File: config.mk
export PLATFORM = sky130hd
export DESIGN_NAME = sga_ram
export DESIGN_NICKNAME = d
export VERILOG_FILES = /design/src/rtl/sga_ram.sv
export SDC_FILE = /design/constraint.sdc
export NUM_CORES = 1
export LEC_CHECK = 0
export BUFFER_PORTS_ARGS = -buffer_cell sky130_fd_sc_hd__buf_4
export CORE_MARGIN = 5
export CORE_UTILIZATION = 60
export DETAILED_ROUTE_END_ITERATION = 12
export PLACE_DENSITY = 0.89
export SLEW_MARGIN = 30
export SYNTH_ARGS = -nofsm -noshare
export SYNTH_HDL_FRONTEND = slang
export SYNTH_SLANG_ARGS = --single-unit
export TNS_END_PERCENT = 20
File: constraint.sdc
create_clock -name clock -period 2.27 [get_ports clock]
set_input_delay 0.454 -clock clock [delete_from_list [all_inputs] [get_ports clock]]
set_output_delay 0.454 -clock clock [all_outputs]
set_load 0.01 [all_outputs]
File: src/rtl/sga_ram.sv
module sga_ram #(
   parameter int WIDTH = 8,
   parameter int DEPTH = 16
) (
   input  logic                     clock,
   input  logic                     wr_en,
   input  logic [$clog2(DEPTH)-1:0] wr_addr,
   input  logic [WIDTH-1:0]         wr_data,
   input  logic [$clog2(DEPTH)-1:0] rd_addr,
   output logic [WIDTH-1:0]         rd_data
);

   logic [WIDTH-1:0] mem_ff [DEPTH];
   logic [WIDTH-1:0] rd_data_ff;

   always_ff @(posedge clock) begin
      if (wr_en) begin
         mem_ff[wr_addr] <= wr_data;
      end
      rd_data_ff <= mem_ff[rd_addr];
   end

   assign rd_data = rd_data_ff;

endmodule

======== Yosys cells after proc, flatten, opt, wreduce, memory -nomap -nowiden ========
Memories as Yosys holds them, arrays and structs flattened. A register that Yosys moved wholly into a read port is not among the register bits.
Cells that the tools add are included.
word-level totals
  bits in registers ....................... 0
  RAM bits ................................ 128
  input port bits ......................... 18
  output and inout port bits .............. 8
  logic and storage cells ................. 3
  memories kept ........................... 1
cells by class
  multiplexer cells ....................... 2
memories
  name    depth  width  read ports  clocked after Yosys merged registers in  write ports  line  text
  mem_ff  16     8      1           1                                        1            13    logic [WIDTH-1:0] mem_ff [DEPTH];
operators with widths
  kind              number
  1-bit 2-to-1 mux  2

======== Logic depth before layout (Yosys ltp) ========
  depth in word-level cells ............... 2
  mapped depth ............................ 5
  gate-level depth less buffers ........... 3

======== Worst setup path after synthesis ========
Ideal clock, no wire load.
  path kind ............................... input to register
  from .................................... input wr_addr[2]
  to ...................................... memory mem_ff[0][0] (enable)
  library setup time ...................... 383 ps
  arrival ................................. 1,564 ps
  required time ........................... 1,887 ps
  slack ................................... 323 ps
  stages on the path ...................... 2
  buffers on the path ..................... 0
  cells stage by stage .................... or3b_2 nor3_1
RTL lines
  what             line  text
  start, declared  7     input logic [$clog2(DEPTH)-1:0] wr_addr,
  end, declared    13
Straight into the memory's write port.

======== Final worst setup path ========
  from .................................... register rd_data_ff[6] (netlist: rd_data[6]), read port of mem_ff
  to ...................................... output rd_data[6]
RTL lines
  what             line  text
  start, declared  14    logic [WIDTH-1:0] rd_data_ff;
  end, declared    10    output logic [WIDTH-1:0] rd_data
No word-level cell between the ends.

==> run metrics <==
status finished clean; Fmax achieved 0.668 GHz; DRC 0; Sum Neg Setup Slack 0 ps; crit path launch type flop; Worst path top cell family by delay flip-flops; layout cell share with drive strength beyond 1 32.3%; vias in the first global route 2753; final hold vios 0; PD cells 972 mW/mm^2; max-cap violation count 0; initial antenna violation count 0; Final Skew 8.60 ps; CP max FO 1; Mean Syn Cell Area 22.5 sq um; Num CTS Buffers 17; die area 0.0105 sq mm; maximum vdd drop 639 uV; Vias 2586; # IOs 26; DR iter-0 viols 210; post-CTS sizing 0; Core Util, Final 74.6%; starting density of the core 62.0%; CTS tree yes; Seq/Total Area, Yosys 77.8%; R2R cell count 3; Switching Fraction 20.8%; hold path depth 1; H-tree Lvls 4; # setup viols final 0; drt via density 6.43; die width 103 um; Cell Area, Synth 0.00515 sq mm; hold_ws 244 ps; Ys Warns 0; Final Wtd Congestion 0.770; P_int 4770 uW; Mapped Nets 247; combinational share of power 4.8%; global-route wire length before repair 16800 um; crit path capture type output pin; wire length per cell 26.7 um; worst hold start wr_data[6]; Root Driver clkbuf_8; Worst Path Required 1820 ps; buffer depth of the longest clock path 2; Mapped Cells 229; fin nets 302; Sink Count 136; core area 0.00830 sq mm; postcts setup bufs 0; r2r setup slk 900 ps; Cell variety after synth 19; period utilisation layout 66.0%; Leak 0.00213 uW; Worst R2R Start mem_ff[1][1]; Clk pin slew, worst setup/hold paths 70 ps; main area contributors after synthesis edfxtp_1 75%, mux4_2 7.9%, mux4_1 7.1%; CP Cell Sequence buf_4; Tmin final 1500 ps; total power draw 6010 uW; Endpoint, Worst Hold mem_ff[12][6]; GRT Total Usage 23.1%; Antenna Nets Post-Route 0; crit path kind flop to output pin; dpl hpwl 6380 um; CP arrival 1040 ps; pin count of the biggest net entering global routing 33; worst setup path start rd_data[6]; total net switching power 1250 uW; Synth top area share 74.7%; total wire length 10700 um; Buf+Inv Stages, Crit Path 1; clk_lat worst skew 530 ps; max incr delay on CP 370 ps; Port Buffers 25; number of hold buffers added after CTS 0; Slew HR 70.6%; unrepaired setup endpoints after global routing false; Worst-Margin Slew 441 ps; Max Transition Viols Final 0; Synth area leader edfxtp_1; min-delay worst type input port to flop; clock share of power 48.2%; Detailed Routing Iterations Pass 1 5; synthesis-stage register bit count 136; synth-to-layout area growth 20.2%; die height 103 um; register share of total power 47.0%; r2r endpoint rd_data[1]; total grt overflow 0; CP max stage cell dfxtp_1; diodes inserted 0; num rows 33
## cells in the mapped netlist
library cell,instances
a22oi_1,16
and2_1,1
and2b_1,1
buf_2,3
buf_4,1
buf_6,3
clkdlybuf4s25_2,3
dfxtp_1,8
edfxtp_1,128
mux4_1,14
mux4_2,18
nand2_1,9
nand2b_1,2
nand3_1,1
nand3b_1,2
nor2_1,13
nor2b_1,1
nor3_1,4
or3b_2,1
## logic make-up after synthesis
| kind of cell | count (synthesis) | share of synthesized area, % |
|---|---|---|
| and+or+nand+nor | 35 | 3.18 |
| DFF | 136 | 77.8 |
| buffers and inverters | 10 | 1.68 |
| AOI/OAI and AO/OA | 16 | 2.33 |
| muxes | 32 | 15.0 |
## power by group through the flow
stage / clock, uW / sequential [uW] / combinational (uW)
3_5_place_dp: 0 / 2880 / 282
3_3_place_gp: 0 / 2880 / 268
4_1_cts: 2940 / 2830 / 289
6_report: 2900 / 2830 / 287
5_1_grt: 3070 / 2830 / 307
2_1_floorplan: 0 / 2880 / 143
## metal layers
| metal | track usage, % | part of all wire [%] | vias up |
|---|---|---|---|
| li1 | - | - | 1085 |
| met2 | 37.5 | 51 | 150 |
| met1 | 31.1 | 39 | 1339 |
| met5 | 0 | 0 | - |
| met3 | 6.09 | 8.7 | 12 |
| met4 | 7.67 | 1.3 | 0 |
## state kept, by name, indices dropped and copies added, names as in the netlist
register	count
rd_data	8
mem_ff	128
## through the flow
stage               instance area, sq um  setup slack, ps  instances
floorplan                           5150              323        229
global placement                    5560              321        370
detailed placement                  5560              300        370
CTS                                 6190              750        402
global route                        6190              737        402
finish                              6190              773        402
## worst max-delay path by stage
| stage | to | slack, ps | cells after the start |
|---|---|---|---|
| detailed placement | rd_data[2] | 300 | 5 |
| floorplan | mem_ff[0][0] | 320 | 2 |
| CTS | rd_data[6] | 750 | 1 |
| global placement | rd_data[2] | 320 | 5 |
| finish | rd_data[6] | 770 | 1 |
| global route | rd_data[6] | 740 | 1 |
## cells in the final DEF, fill, tap and decap left out, drive strengths merged
master / instances
clkbuf: 19
dfxtp: 8
clkinv: 2
nand3: 1
nand2: 9
clkinvlp: 4
nor2b: 1
and2: 1
nor2: 13
mux4: 32
and2b: 1
nand3b: 2
nor3: 4
bufinv: 4
inv: 3
a22oi: 16
edfxtp: 128
or3b: 1
buf: 46
nand2b: 2
## layout make-up
cell class                 count  area (sq um)
clock inverter                13           194
multi-input combinational     83          1060
timing repair buffer          46           370
fill                         411          2110
tap                          105           131
clock buffer                  19           432
sequential                   136          4000
No activity file was read; power rests on OpenSTA's default activity.
