==> src/rtl/sga_pkg.sv <==
package sga_pkg;

   localparam int MAX_PARTICLES_DEF = 64;
   localparam int NEWTON_STEPS_DEF = 3;

   localparam int COORD_W = 32;
   localparam int MASS_W = 32;
   localparam int ACC_W = 48;
   localparam int SLOT_W = 6;
   localparam int COUNT_W = 7;
   localparam int CSR_IDX_W = 2;
   localparam int ENTRY_W = MASS_W + 3 * COORD_W;

   localparam logic REQ_WRITE = 1'b0;
   localparam logic REQ_QUERY = 1'b1;

   localparam logic [CSR_IDX_W-1:0] CSR_SOFTENING = 2'd0;
   localparam logic [CSR_IDX_W-1:0] CSR_ACTIVE = 2'd1;

   typedef struct packed {
      logic                       req_type;
      logic [SLOT_W-1:0]          slot;
      logic [MASS_W-1:0]          body_mass;
      logic signed [COORD_W-1:0]  pos_x;
      logic signed [COORD_W-1:0]  pos_y;
      logic signed [COORD_W-1:0]  pos_z;
   } sga_req_type;

   typedef struct packed {
      logic signed [ACC_W-1:0] acc_x;
      logic signed [ACC_W-1:0] acc_y;
      logic signed [ACC_W-1:0] acc_z;
      logic                    overflow_flag;
   } sga_rsp_type;

   typedef enum logic [4:0] {
      ST_IDLE, ST_EPS, ST_TGT, ST_ENT_RD, ST_ENT_CAP, ST_SQ0, ST_SQ1, ST_SQ2, ST_SQE,
      ST_NORM, ST_ZERO, ST_SEED0, ST_SEED1, ST_NW_YY, ST_NW_NY, ST_NW_F, ST_NW_YF,
      ST_NW_UPD, ST_CUBE0, ST_CUBE1, ST_CUBE2, ST_W, ST_TM, ST_TS, ST_TA, ST_OUT
   } sga_state_type;

   typedef enum logic [4:0] {
      OP_IDLE, OP_EPS, OP_TGT, OP_ENT_RD, OP_ENT_CAP, OP_SQ0, OP_SQ1, OP_SQ2, OP_SQE,
      OP_NORM, OP_ZERO, OP_SEED0, OP_SEED1, OP_NW_YY, OP_NW_NY, OP_NW_F, OP_NW_YF,
      OP_NW_UPD, OP_CUBE0, OP_CUBE1, OP_CUBE2, OP_W, OP_TM, OP_TS, OP_TA, OP_OUT
   } sga_op_type;

   typedef struct packed {
      sga_op_type op;
   } sga_cmd_type;

   typedef struct packed {
      logic entries_done;
      logic skip;
      logic s_zero;
      logic norm_ok;
      logic newton_last;
      logic k_last;
   } sga_status_type;

endpackage

==> src/rtl/sga_ctrl.sv <==
module sga_ctrl import sga_pkg::*; (
   input  logic           clock,
   input  logic           reset,
   input  logic           start,
   input  logic           req_type,
   input  sga_status_type status,
   output sga_cmd_type    cmd,
   output logic           busy
);

   sga_state_type state_ff, state_in;

   always_ff @(posedge clock) begin
      if (reset) begin
         state_ff <= ST_IDLE;
      end else begin
         state_ff <= state_in;
      end
   end

   always_comb begin
      state_in = state_ff;
      unique case (state_ff)
         ST_IDLE: begin
            if (start && req_type == REQ_QUERY) begin
               state_in = ST_EPS;
            end
         end
         ST_EPS:     state_in = ST_TGT;
         ST_TGT:     state_in = ST_ENT_RD;
         ST_ENT_RD:  state_in = status.entries_done ? ST_OUT : ST_ENT_CAP;
         ST_ENT_CAP: state_in = ST_SQ0;
         ST_SQ0:     state_in = status.skip ? ST_ENT_RD : ST_SQ1;
         ST_SQ1:     state_in = ST_SQ2;
         ST_SQ2:     state_in = ST_SQE;
         ST_SQE:     state_in = ST_NORM;
         ST_NORM: begin
            if (status.s_zero) begin
               state_in = ST_ZERO;
            end else if (status.norm_ok) begin
               state_in = ST_SEED0;
            end
         end
         ST_ZERO:    state_in = ST_ENT_RD;
         ST_SEED0:   state_in = ST_SEED1;
         ST_SEED1:   state_in = ST_NW_YY;
         ST_NW_YY:   state_in = ST_NW_NY;
         ST_NW_NY:   state_in = ST_NW_F;
         ST_NW_F:    state_in = ST_NW_YF;
         ST_NW_YF:   state_in = ST_NW_UPD;
         ST_NW_UPD:  state_in = status.newton_last ? ST_CUBE0 : ST_NW_YY;
         ST_CUBE0:   state_in = ST_CUBE1;
         ST_CUBE1:   state_in = ST_CUBE2;
         ST_CUBE2:   state_in = ST_W;
         ST_W:       state_in = ST_TM;
         ST_TM:      state_in = ST_TS;
         ST_TS:      state_in = ST_TA;
         ST_TA:      state_in = status.k_last ? ST_ENT_RD : ST_TM;
         ST_OUT:     state_in = ST_IDLE;
         default:    state_in = ST_IDLE;
      endcase
   end

   always_comb begin
      busy = 1'b1;
      cmd.op = OP_IDLE;
      unique case (state_ff)
         ST_IDLE: begin
            busy = 1'b0;
            cmd.op = OP_IDLE;
         end
         ST_EPS:     cmd.op = OP_EPS;
         ST_TGT:     cmd.op = OP_TGT;
         ST_ENT_RD:  cmd.op = OP_ENT_RD;
         ST_ENT_CAP: cmd.op = OP_ENT_CAP;
         ST_SQ0:     cmd.op = OP_SQ0;
         ST_SQ1:     cmd.op = OP_SQ1;
         ST_SQ2:     cmd.op = OP_SQ2;
         ST_SQE:     cmd.op = OP_SQE;
         ST_NORM:    cmd.op = OP_NORM;
         ST_ZERO:    cmd.op = OP_ZERO;
         ST_SEED0:   cmd.op = OP_SEED0;
         ST_SEED1:   cmd.op = OP_SEED1;
         ST_NW_YY:   cmd.op = OP_NW_YY;
         ST_NW_NY:   cmd.op = OP_NW_NY;
         ST_NW_F:    cmd.op = OP_NW_F;
         ST_NW_YF:   cmd.op = OP_NW_YF;
         ST_NW_UPD:  cmd.op = OP_NW_UPD;
         ST_CUBE0:   cmd.op = OP_CUBE0;
         ST_CUBE1:   cmd.op = OP_CUBE1;
         ST_CUBE2:   cmd.op = OP_CUBE2;
         ST_W:       cmd.op = OP_W;
         ST_TM:      cmd.op = OP_TM;
         ST_TS:      cmd.op = OP_TS;
         ST_TA:      cmd.op = OP_TA;
         ST_OUT:     cmd.op = OP_OUT;
         default:    cmd.op = OP_IDLE;
      endcase
   end

endmodule

==> config.mk <==
export PLATFORM = sky130hd
export DESIGN_NAME = sga_ctrl
export DESIGN_NICKNAME = d
export VERILOG_FILES = /design/src/rtl/sga_pkg.sv /design/src/rtl/sga_ctrl.sv
export SDC_FILE = /design/constraint.sdc
export NUM_CORES = 1
export LEC_CHECK = 0
export BUFFER_PORTS_ARGS = -buffer_cell sky130_fd_sc_hd__buf_2
export CORE_AREA = 3 3 40 42
export DETAILED_ROUTE_END_ITERATION = 16
export DIE_AREA = 0 0 43 45
export GPL_ROUTABILITY_DRIVEN = 0
export HOLD_SLACK_MARGIN = 0.08
export PLACE_DENSITY = 0.66
export SETUP_SLACK_MARGIN = 0.02
export SYNTH_ARGS = -nofsm -noshare
export SYNTH_HDL_FRONTEND = slang
export SYNTH_SLANG_ARGS = --single-unit
==> constraint.sdc <==
create_clock -name clock -period 2.5 [get_ports clock]
set_clock_uncertainty 0.1 [all_clocks]
set_input_delay 0.125 -clock clock [delete_from_list [all_inputs] [get_ports clock]]
set_output_delay 0.125 -clock clock [all_outputs]
set_load 0.02 [all_outputs]
== Word-level counts from Yosys, hierarchy flattened ==
Cells that the tools add are included.
Word-level totals
  register bits after elaboration: 5
  bits of input ports: 10
  output and inout bits: 6
  logic and storage cells: 42
Cells by class
  equality and inequality tests: 27
  mux-type cells: 10
  reduce and logical (&&, ||, !) cells: 4
Operator list (number)
  one-hot mux 5 bit (25 select lines): 1
  one-hot mux 5 bit (24 select lines): 1
  equality test 5 bit, second input constant: 10
  equality test 5 x 4 -> 1 bit, second input constant: 8
  2-to-1 mux 5 bit: 6
  equality test 5 x 3 -> 1 bit, second input constant: 4
  equality test 5 x 2 -> 1 bit, second input constant: 2
  equality test 5 x 1 -> 1 bit, second input constant: 1
  logical NOT 5 bit: 1
  2-to-1 mux 3 bit: 1
  != test 3 bit, second input constant: 1
  != test 2 bit, second input constant: 1
  AND reduction 2 bit: 1
  OR reduction 2 bit: 1
  logical AND 1 bit: 1
  2-to-1 mux 1 bit: 1

== Longest topological paths before layout ==
Gate-level depths: netlist of the first run.
  word-level depth: 3
  mapped depth: 6
  gate-level depth less buffers: 4

== Least setup slack after synthesis of the first run ==
OpenSTA, ideal clock, no wires.
  kind: reg-to-reg
  start: register state_ff[3]
  end: register state_ff[2]
  setup time: 0.074 ns
  arrival time: 1.413 ns
  data required time: 2.326 ns
  setup slack: 0.913 ns
  cell stages (with the launch flop): 6
  path buffers: 1
  period minus slack after synthesis: 1.587 ns
  path through: dfxtp_1 > buf_6 > or4b_1 > a211o_1 > o31a_1 > a31oi_1
On the way
  longest elaborated chain between the ends: 3
  elaborated cells on any way between the ends: 30
  classes of those cells: eq/ne (26); mux (1); reduce/logical (3)
Ends and longest elaborated chain
  from (decl): line sga_ctrl.sv:11  | sga_state_type state_ff, state_in;
  from (signal assigned): line sga_ctrl.sv:17  | state_ff <= state_in;
  equality test 5 x 4 -> 1 bit, or another cell as far along: line sga_ctrl.sv:23  | unique case (state_ff)
  OR reduction 2 bit (no line), or another cell as far along
  one-hot mux 5 bit (24 select lines) or AND reduction 2 bit (tied branches)
Several ways; a longest one is shown, not always the timed one.
A chain may end at the register's enable or synchronous reset.

== Worst setup path in the final report of the first run ==
  start: register state_ff[4]
  end: register state_ff[2]
The elaborated chain is that of the path after synthesis.

==> flow_metrics.py, run 1 <==
metrics = {
    "run_status": {
        "status": "finished, final reports clean",
    },
    "final_layout": {
        "drive_above_1_share_pct": 24.2,
        "layout_common_cells": "15 x buf_2, 8 x a21oi_1, 7 x nand2_1",
        "final_common_cell": "buf_2",
        "final_core_util_pct": 49.6,
        "fin_area_um2": 637,
        "top_register": "state_ff",
        "fillers": 140,
        "nets": 102,
        "area_delta_synth_final_pct": 19.2,
        "reg.largest.list": "state_ff (5)",
        "largest_register_ffs": 5,
        "antenna_cells": 0,
    },
    "floorplanning": {
        "num_rows": 13,
        "start_util_pct": 41.6,
        "core-area_um2": 1280,
        "die_area_um2": 1940,
        "die_h_um": 45,
        "io_pins": 16,
        "fp.dieW_um": 43,
    },
    "critical_path": {
        "reg2reg_depth": 4,
        "timing.rr.start": "state_ff[4]",
        "cpPeakStageDelay_ns": 0.69,
        "cp_max_fo": 21,
        "worstSetupPathType": "reg -> reg",
        "arrival_ns": 1.95,
        "r2r-end": "state_ff[2]",
        "crit_chain": "or4b_1 > a211o_1 > o31a_1 > a31oi_1",
        "crit_slowest_cell": "dfxtp_1",
        "cp_num_cells": 4,
        "cp_top_family": "flip-flops",
        "r2r_slack_ns": 0.62,
        "endpoint": "state_ff[2]",
        "cp-end-kind": "register",
        "worstPathRequired_ns": 2.57,
        "crit_start": "state_ff[4]",
        "start_kind": "register",
        "critPathBufInv": 0,
    },
    "logic_synthesis": {
        "syn_area_um2": 534,
        "muxShareOfSynthArea_pct": 0,
        "synthArstFlopShare_pct": 0,
        "yosys_warnings": 0,
        "avgSynthCellArea_um2": 6.94,
        "synth_seq_cells": 5,
        "synthFlopType": "dfxtp_1",
        "synth_edf_count": 0,
        "synth_xor_area_share_pct": 1.64,
        "synth_compound_area_share_pct": 33.7,
        "ys_seq_area_share_pct": 18.7,
        "synth_cells": 77,
        "ys_types": 34,
        "synth_top_family_by_area": "simple AND/OR/NAND/NOR gates",
        "syn_nets": 87,
        "synth_simple_gate_area_share_pct": 37.2,
        "synth_fa_ha_area_share_pct": 0,
    },
    "power_and_ir_drop": {
        "peakVddDrop_v": 0.000298,
        "swShare_pct": 50.5,
        "intPower_w": 0.000371,
        "p_leak_nw": 0.232,
        "switching_power_w": 0.000378,
        "pwr-share-comb_pct": 58.1,
        "powerDensity_nw_per_um2": 1180,
        "pwr-share-clk_pct": 12.6,
        "p_seq_share_pct": 29.3,
    },
    "clock_network": {
        "clockBufferDepth": 2,
        "root_buffer": "clkbuf_4",
        "h-tree-depth": 1,
        "clock_latency_ns": 0.24,
        "cts_buffers": 3,
        "tritoncts": "built",
        "clock-sinks": 5,
        "clk_pin_slew_ns": 0.04,
    },
    "routing": {
        "avgRoutedWirePerCell_um": 13.1,
        "vias_per_cell": 5.75,
        "dr.first_iter.drc_count": 7,
        "route.detailed.drc": 0,
        "num_vias": 609,
        "ant_nets": 0,
        "routed_wirelength_um": 1390,
        "drt_pre_antenna_iters": 4,
    },
    "timing": {
        "whs_ns": 0.0980,
        "finalHoldViolCount": 0,
        "finalCriticalPeriod_ns": 1.88,
        "finalCritPeriodShare_pct": 75.2,
        "fmax_mhz": 532,
        "grt_setup_unrepaired": "false",
        "fin_tns_setup_ns": 0,
        "drv_slew": 0,
        "tightestPinTransition_ns": 0.592,
        "finalSetupViolCount": 0,
        "maxSlewHeadroom_pct": 60.5,
    },
    "placed_design": {
        "port_buffers": 15,
        "dp.final_hpwl_um": 1020,
        "dpl_cell_area_um2": 601,
    },
    "min_path": {
        "hold_class": "in -> reg",
    },
    "job": {
        "maxCapViolCount": 0,
    },
    "grt": {
        "antenna_found_initial": 0,
        "grt-ovfl-total": 0,
        "grt_pass1_wl_um": 2240,
        "grt_pass1_vias": 530,
        "grt_max_degree": 22,
        "grt_util_all_layers_pct": 15.0,
    },
}
[area by class of cell]
cell class                 instances  area (µm²)  area share, %
timing repair buffer              17        92.6           14.5
multi-input combinational         62         388           60.9
tap                               15        18.8           2.95
inverter                           3        11.3           1.77
sequential                         5         100           15.7
clock buffer                       4        26.3           4.13
[worst min-delay path: cells and delay by family]
kind / cells / cell delay [ns]
buf+inv: 1 / 0.10
simple gates: 2 / 0.16
[repair_timing]
| item | CTS | global route |
|---|---|---|
| gates resized for setup | 0 | 0 |
| hold buffers | 1 | 0 |
| endpoints found under the setup margin | 0 | 0 |
| hold endpoints to repair | 3 | 0 |
| buffers inserted | 0 | 0 |
[kinds of logic (layout without fill, tap and decap cells)]
| logic type | after synthesis | after routing |
|---|---|---|
| AND/OR/NAND/NOR | 33 | 33 |
| AO/OA/AOI/OAI | 28 | 28 |
| XOR/XNOR | 1 | 1 |
| flip-flops | 5 | 5 |
| buffers and inverters | 10 | 24 |
[power by group through the flow]
stage	logic (W)	clock network [W]	registers [W]
2_1_floorplan	0.000415	0	0.000132
3_3_place_gp	0.000432	0	0.000217
3_5_place_dp	0.000435	0	0.000217
4_1_cts	0.000438	0.0000945	0.000215
5_1_grt	0.000481	0.000101	0.000229
6_report	0.000436	0.0000944	0.000219
[through the flow]
stage                     total power (W)  setup WS (ns)  instances
final                            0.000749          0.621        106
after global routing             0.000811          0.520        106
after CTS                        0.000747          0.636        106
after detailed placement         0.000652          0.644        101
after global placement           0.000649          0.674        101
after floorplan                  0.000548          0.913         77
[synthesized netlist by cell type, types with 2 or more instances]
cell      number  area [µm²]
inv_1          3        11.3
or3b_2         2        17.5
a21oi_1        8        40.0
o21ai_0        4        20.0
o22ai_1        2        12.5
nand2b_1       5        31.3
nor2b_1        2        12.5
or3_1          2        12.5
nand3b_1       2        15.0
and2_1         2        12.5
a31oi_1        6        37.5
nand2_1        7        26.3
nor3b_1        2        15.0
clkbuf_1       5        18.8
dfxtp_1        5         100
nor2_1         2        7.51
[worst min path at each step]
stage | start | endpoint | slack (ns) | cells after the start
6_report | status[2] | state_ff[1] | 0.1 | 3
5_1_grt | status[2] | state_ff[1] | 0.11 | 3
4_1_cts | status[2] | state_ff[1] | 0.1 | 3
2_1_floorplan | reset | state_ff[4] | 0.09 | 1
3_3_place_gp | reset | state_ff[2] | 0.24 | 2
3_5_place_dp | reset | state_ff[2] | 0.24 | 2
[layer usage]
layer	up-vias	part of all wire, %	GRT usage [%]	wire (µm)
met3	0	7.4	3.59	102
met2	22	45	24.9	625
met4	0	0	4.22	0
met1	270	48	19.5	659
met5	-	0	0	0
li1	317	-	-	-
Power figures use the tool's default switching activity.
==> inputs of run 2 (changes only) <==
- PLACE_DENSITY: 0.66 -> 0.68
- clock period: 2.5 -> 1.69 ns (I/O delays scaled with it)
==> flow_metrics.py, run 2 (synthesized netlist as in run 1, its figures left out) <==
metrics = {
    "critical_path": {
        "start_kind": "register",
        "worstPathRequired_ns": 1.51,
        "arrival_ns": 1.41,
        "reg2reg_depth": 4,
        "cp_max_fo": 4,
        "worstSetupPathType": "reg -> out",
        "r2r_slack_ns": 0.10,
        "cp-end-kind": "output pin",
    },
    "final_layout": {
        "final_cells": 116,
        "reg.largest.list": "state_ff (5)",
        "fillers": 125,
        "seq_area_um2": 101,
        "antenna_cells": 0,
        "nets": 112,
        "final_common_cell": "buf_2",
        "multi_input_area_um2": 408,
        "largest_register_ffs": 5,
        "drive_above_1_share_pct": 34.7,
        "top_register": "state_ff",
        "fin_area_um2": 741,
        "layout_common_cells": "13 x buf_2, 12 x buf_4, 8 x a21oi_1",
        "area_delta_synth_final_pct": 38.6,
    },
    "min_path": {
        "hold_class": "in -> reg",
        "hold_depth": 3,
    },
    "timing": {
        "fin_tns_setup_ns": 0,
        "fmax_mhz": 625,
        "finalHoldViolCount": 0,
        "tightestPinTransition_ns": 0.378,
        "grt_setup_unrepaired": "false",
        "setup_slack_ns": 0.0909,
        "drv_slew": 0,
        "maxSlewHeadroom_pct": 74.6,
        "finalSetupViolCount": 0,
        "finalCriticalPeriod_ns": 1.60,
        "finalCritPeriodShare_pct": 94.6,
    },
    "floorplanning": {
        "core-area_um2": 1280,
        "fp.dieW_um": 43,
        "die_area_um2": 1940,
        "io_pins": 16,
        "num_rows": 13,
        "start_util_pct": 41.6,
        "die_h_um": 45,
    },
    "clock_network": {
        "clockBufferDepth": 2,
        "tritoncts": "built",
        "clock_latency_ns": 0.23,
        "clk_pin_slew_ns": 0.04,
        "root_buffer": "clkbuf_4",
        "cts_buffers": 3,
        "post_cts_buffers": 0,
        "h-tree-depth": 1,
        "clock-sinks": 5,
    },
    "placed_design": {
        "dp.final_hpwl_um": 1140,
        "dpl_cell_area_um2": 668,
        "place_inst": 110,
        "port_buffers": 15,
        "dpl_worst_slack_ns": 0.0675,
    },
    "power_and_ir_drop": {
        "powerDensity_nw_per_um2": 1760,
        "p_leak_nw": 0.286,
        "peakVddDrop_v": 0.000720,
    },
    "grt": {
        "grt-ovfl-total": 0,
        "grt_util_all_layers_pct": 16.6,
        "grt_max_degree": 19,
        "grt_pass1_wl_um": 2430,
        "grt_pass1_vias": 577,
        "antenna_found_initial": 0,
    },
    "routing": {
        "drt_pre_antenna_iters": 4,
        "route.detailed.drc": 0,
        "num_vias": 649,
        "avgRoutedWirePerCell_um": 12.7,
        "ant_nets": 0,
        "routed_wirelength_um": 1470,
        "dr.first_iter.drc_count": 13,
        "vias_per_cell": 5.59,
    },
    "job": {
        "maxCapViolCount": 0,
    },
    "run_status": {
        "status": "finished, final reports clean",
    },
}
## run 2: timing repair
| action | 4_1_cts | 5_1_grt |
|---|---|---|
| endpoints found under the setup margin | 0 | 6 |
| resized for setup | 0 | 8 |
| endpoints found under the hold margin | 5 | 0 |
| hold buffers | 2 | 0 |
## run 2: report_power, final
group | leakage (nW) | internal, W | switching, W
Sequential | 0.0413 | 0.000166 | 0.0000392
Combinational | 0.230 | 0.000449 | 0.000516
Clock | 0.0150 | 0.0000889 | 0.0000430
Total | 0.286 | 0.000703 | 0.000598
## run 2: final timing paths
| path | from | to |
|---|---|---|
| hold / removal | status[0] | state_ff[2] |
| setup reg to reg | state_ff[4] | state_ff[2] |
| setup / recovery | state_ff[2] | busy |
| hold reg to reg | state_ff[3] | state_ff[3] |
## run 2: critical path, cell delays in order (launching register included)
cell,delay (ns)
dfxtp_1,0.30
or3_4,0.40
or3_1,0.31
buf_2,0.16
## run 2: area by class of cell
type / instances / area share, %
Multi-Input combinational cell: 62 / 55.1
Timing Repair Buffer: 27 / 23.6
Sequential cell: 5 / 13.7
Clock buffer: 4 / 3.55
Tap cell: 15 / 2.53
Inverter: 3 / 1.52
## run 2: metal layers
| layer | share of wire (%) | vias to the layer above | wire length (µm) | GRT usage [%] |
|---|---|---|---|---|
| met4 | 0 | 0 | 0 | 1.81 |
| li1 | - | 333 | - | - |
| met1 | 49 | 300 | 714 | 22.6 |
| met3 | 4.8 | 0 | 71 | 5.98 |
| met5 | 0 | - | 0 | 0 |
| met2 | 47 | 16 | 684 | 26.0 |
## run 2: per-stage QoR
step	util, %	hold slack (ns)	total power [W]
finish	57.6	0.108	0.00130
floorplan	-	0.0536	0.000810
detailed placement	52.0	0.209	0.00109
global route	57.6	0.124	0.00142
global placement	52.0	0.213	0.00109
CTS	55.6	0.101	0.00123
==> inputs of run 3 (changes only) <==
- SETUP_SLACK_MARGIN: 0.02 -> 0.15
==> flow_metrics.py, run 3 (synthesized netlist as in run 1, its figures left out) <==
metrics = {
    "timing": {
        "setup_slack_ns": -0.0358,
        "fmax_mhz": 579,
        "drv_slew": 0,
        "grt_setup_unrepaired": "true",
        "finalCritPeriodShare_pct": 102,
        "finalCriticalPeriod_ns": 1.73,
        "maxSlewHeadroom_pct": 75.2,
        "finalSetupViolCount": 1,
        "fin_tns_setup_ns": -0.0358,
        "tightestPinTransition_ns": 0.371,
        "finalHoldViolCount": 0,
    },
    "power_and_ir_drop": {
        "powerDensity_nw_per_um2": 1900,
        "p_leak_nw": 0.303,
        "peakVddDrop_v": 0.000803,
        "p_seq_share_pct": 13.6,
        "switching_power_w": 0.000675,
        "swShare_pct": 44.6,
        "pwr-share-comb_pct": 77.4,
        "intPower_w": 0.000837,
        "pwr-share-clk_pct": 8.9,
    },
    "run_status": {
        "status": "finished, violations left",
        "violations": "setup timing",
    },
    "clock_network": {
        "cts_buffers": 3,
        "root_buffer": "clkbuf_4",
        "tritoncts": "built",
        "clockBufferDepth": 2,
        "clock-sinks": 5,
        "clock_latency_ns": 0.24,
        "h-tree-depth": 1,
        "clk_pin_slew_ns": 0.04,
    },
    "final_layout": {
        "area_delta_synth_final_pct": 48.9,
        "fin_area_um2": 796,
        "drive_above_1_share_pct": 41.2,
        "largest_register_ffs": 5,
        "nets": 113,
        "antenna_cells": 0,
        "final_core_util_pct": 61.9,
        "final_cells": 117,
        "final_common_cell": "buf_2",
        "top_register": "state_ff",
        "fillers": 119,
        "layout_common_cells": "13 x buf_2, 10 x buf_4, 7 x a21oi_1, 7 x nand2_1, 6 x a31oi_1",
        "reg.largest.list": "state_ff (5)",
    },
    "routing": {
        "drt_pre_antenna_iters": 4,
        "ant_nets": 0,
        "route.detailed.drc": 0,
        "num_vias": 694,
        "routed_wirelength_um": 1710,
        "avgRoutedWirePerCell_um": 14.6,
        "vias_per_cell": 5.93,
        "dr.first_iter.drc_count": 22,
    },
    "min_path": {
        "hold_class": "in -> reg",
    },
    "critical_path": {
        "cp_max_fo": 3,
        "worstSetupPathType": "reg -> out",
        "cp-end-kind": "output pin",
        "arrival_ns": 1.54,
        "start_kind": "register",
        "worstPathRequired_ns": 1.51,
    },
    "floorplanning": {
        "fp.dieW_um": 43,
        "io_pins": 16,
        "die_h_um": 45,
        "core-area_um2": 1280,
        "start_util_pct": 41.6,
        "die_area_um2": 1940,
        "num_rows": 13,
    },
    "placed_design": {
        "dp.final_hpwl_um": 1070,
        "place_inst": 106,
        "dpl_cell_area_um2": 651,
        "port_buffers": 15,
    },
    "grt": {
        "grt_pass1_vias": 525,
        "grt_pass1_wl_um": 2320,
        "antenna_found_initial": 0,
        "grt_max_degree": 20,
        "grt-ovfl-total": 0,
        "grt_util_all_layers_pct": 16.0,
    },
    "job": {
        "maxCapViolCount": 0,
    },
}
## run 3: critical path: stages, from the launching register on
cell and delay [ns]:
dfxtp_1 0.31, or3_4 0.40, buf_6 0.13, or3_4 0.32
buf_6 0.14
## run 3: final timing paths
path | cells past startpoint | start | endpoint | slack [ns]
worst max-delay path | 4 | state_ff[2] | busy | -0.04
worst min-delay path | 3 | status[0] | state_ff[2] | 0.13
worst max register to register | 4 | state_ff[2] | state_ff[1] | 0.03
worst min register to register | 3 | state_ff[2] | state_ff[3] | 0.57
## run 3: metrics by stage
stage / hold slack (ns) / setup WS [ns] / total power [W]
after detailed placement: 0.210 / 0.0597 / 0.00108
after CTS: 0.0874 / -0.0189 / 0.00126
after global placement: 0.213 / 0.0200 / 0.00108
after global routing: 0.104 / -0.0679 / 0.00163
after floorplan: 0.0536 / 0.149 / 0.000810
final: 0.133 / -0.0358 / 0.00151
## run 3: area by class of cell
type                            count  area (µm²)  share of cell area, %
Multi-Input combinational cell     62         432                   54.2
Sequential cell                     5         105                   13.2
Inverter                            3        11.3                   1.42
Tap cell                           15        18.8                   2.36
Timing Repair Buffer               28         203                   25.5
Clock buffer                        4        26.3                   3.30
## run 3: what timing repair did
| item | in CTS | in global routing |
|---|---|---|
| hold buffers | 2 | 0 |
| endpoints found under the hold margin | 4 | 0 |
| setup buffers | 0 | 5 |
| resized for setup | 4 | 13 |
| setup endpoints to repair | 8 | 6 |
| pin swaps | 1 | 5 |
## run 3: power by group through the flow
stage          Sequential, W  Combinational [W]  Clock, W
2_1_floorplan       0.000196           0.000614         0
3_3_place_gp        0.000195           0.000885         0
3_5_place_dp        0.000196           0.000886         0
4_1_cts             0.000201           0.000918  0.000142
5_1_grt             0.000209            0.00126  0.000153
6_report            0.000206            0.00117  0.000135
## run 3: metal layers
metal | track usage, % | share of wire (%)
met2 | 25.7 | 50
met3 | 5.98 | 8.6
met4 | 3.61 | 0.59
met1 | 20.4 | 40
met5 | 0 | 0
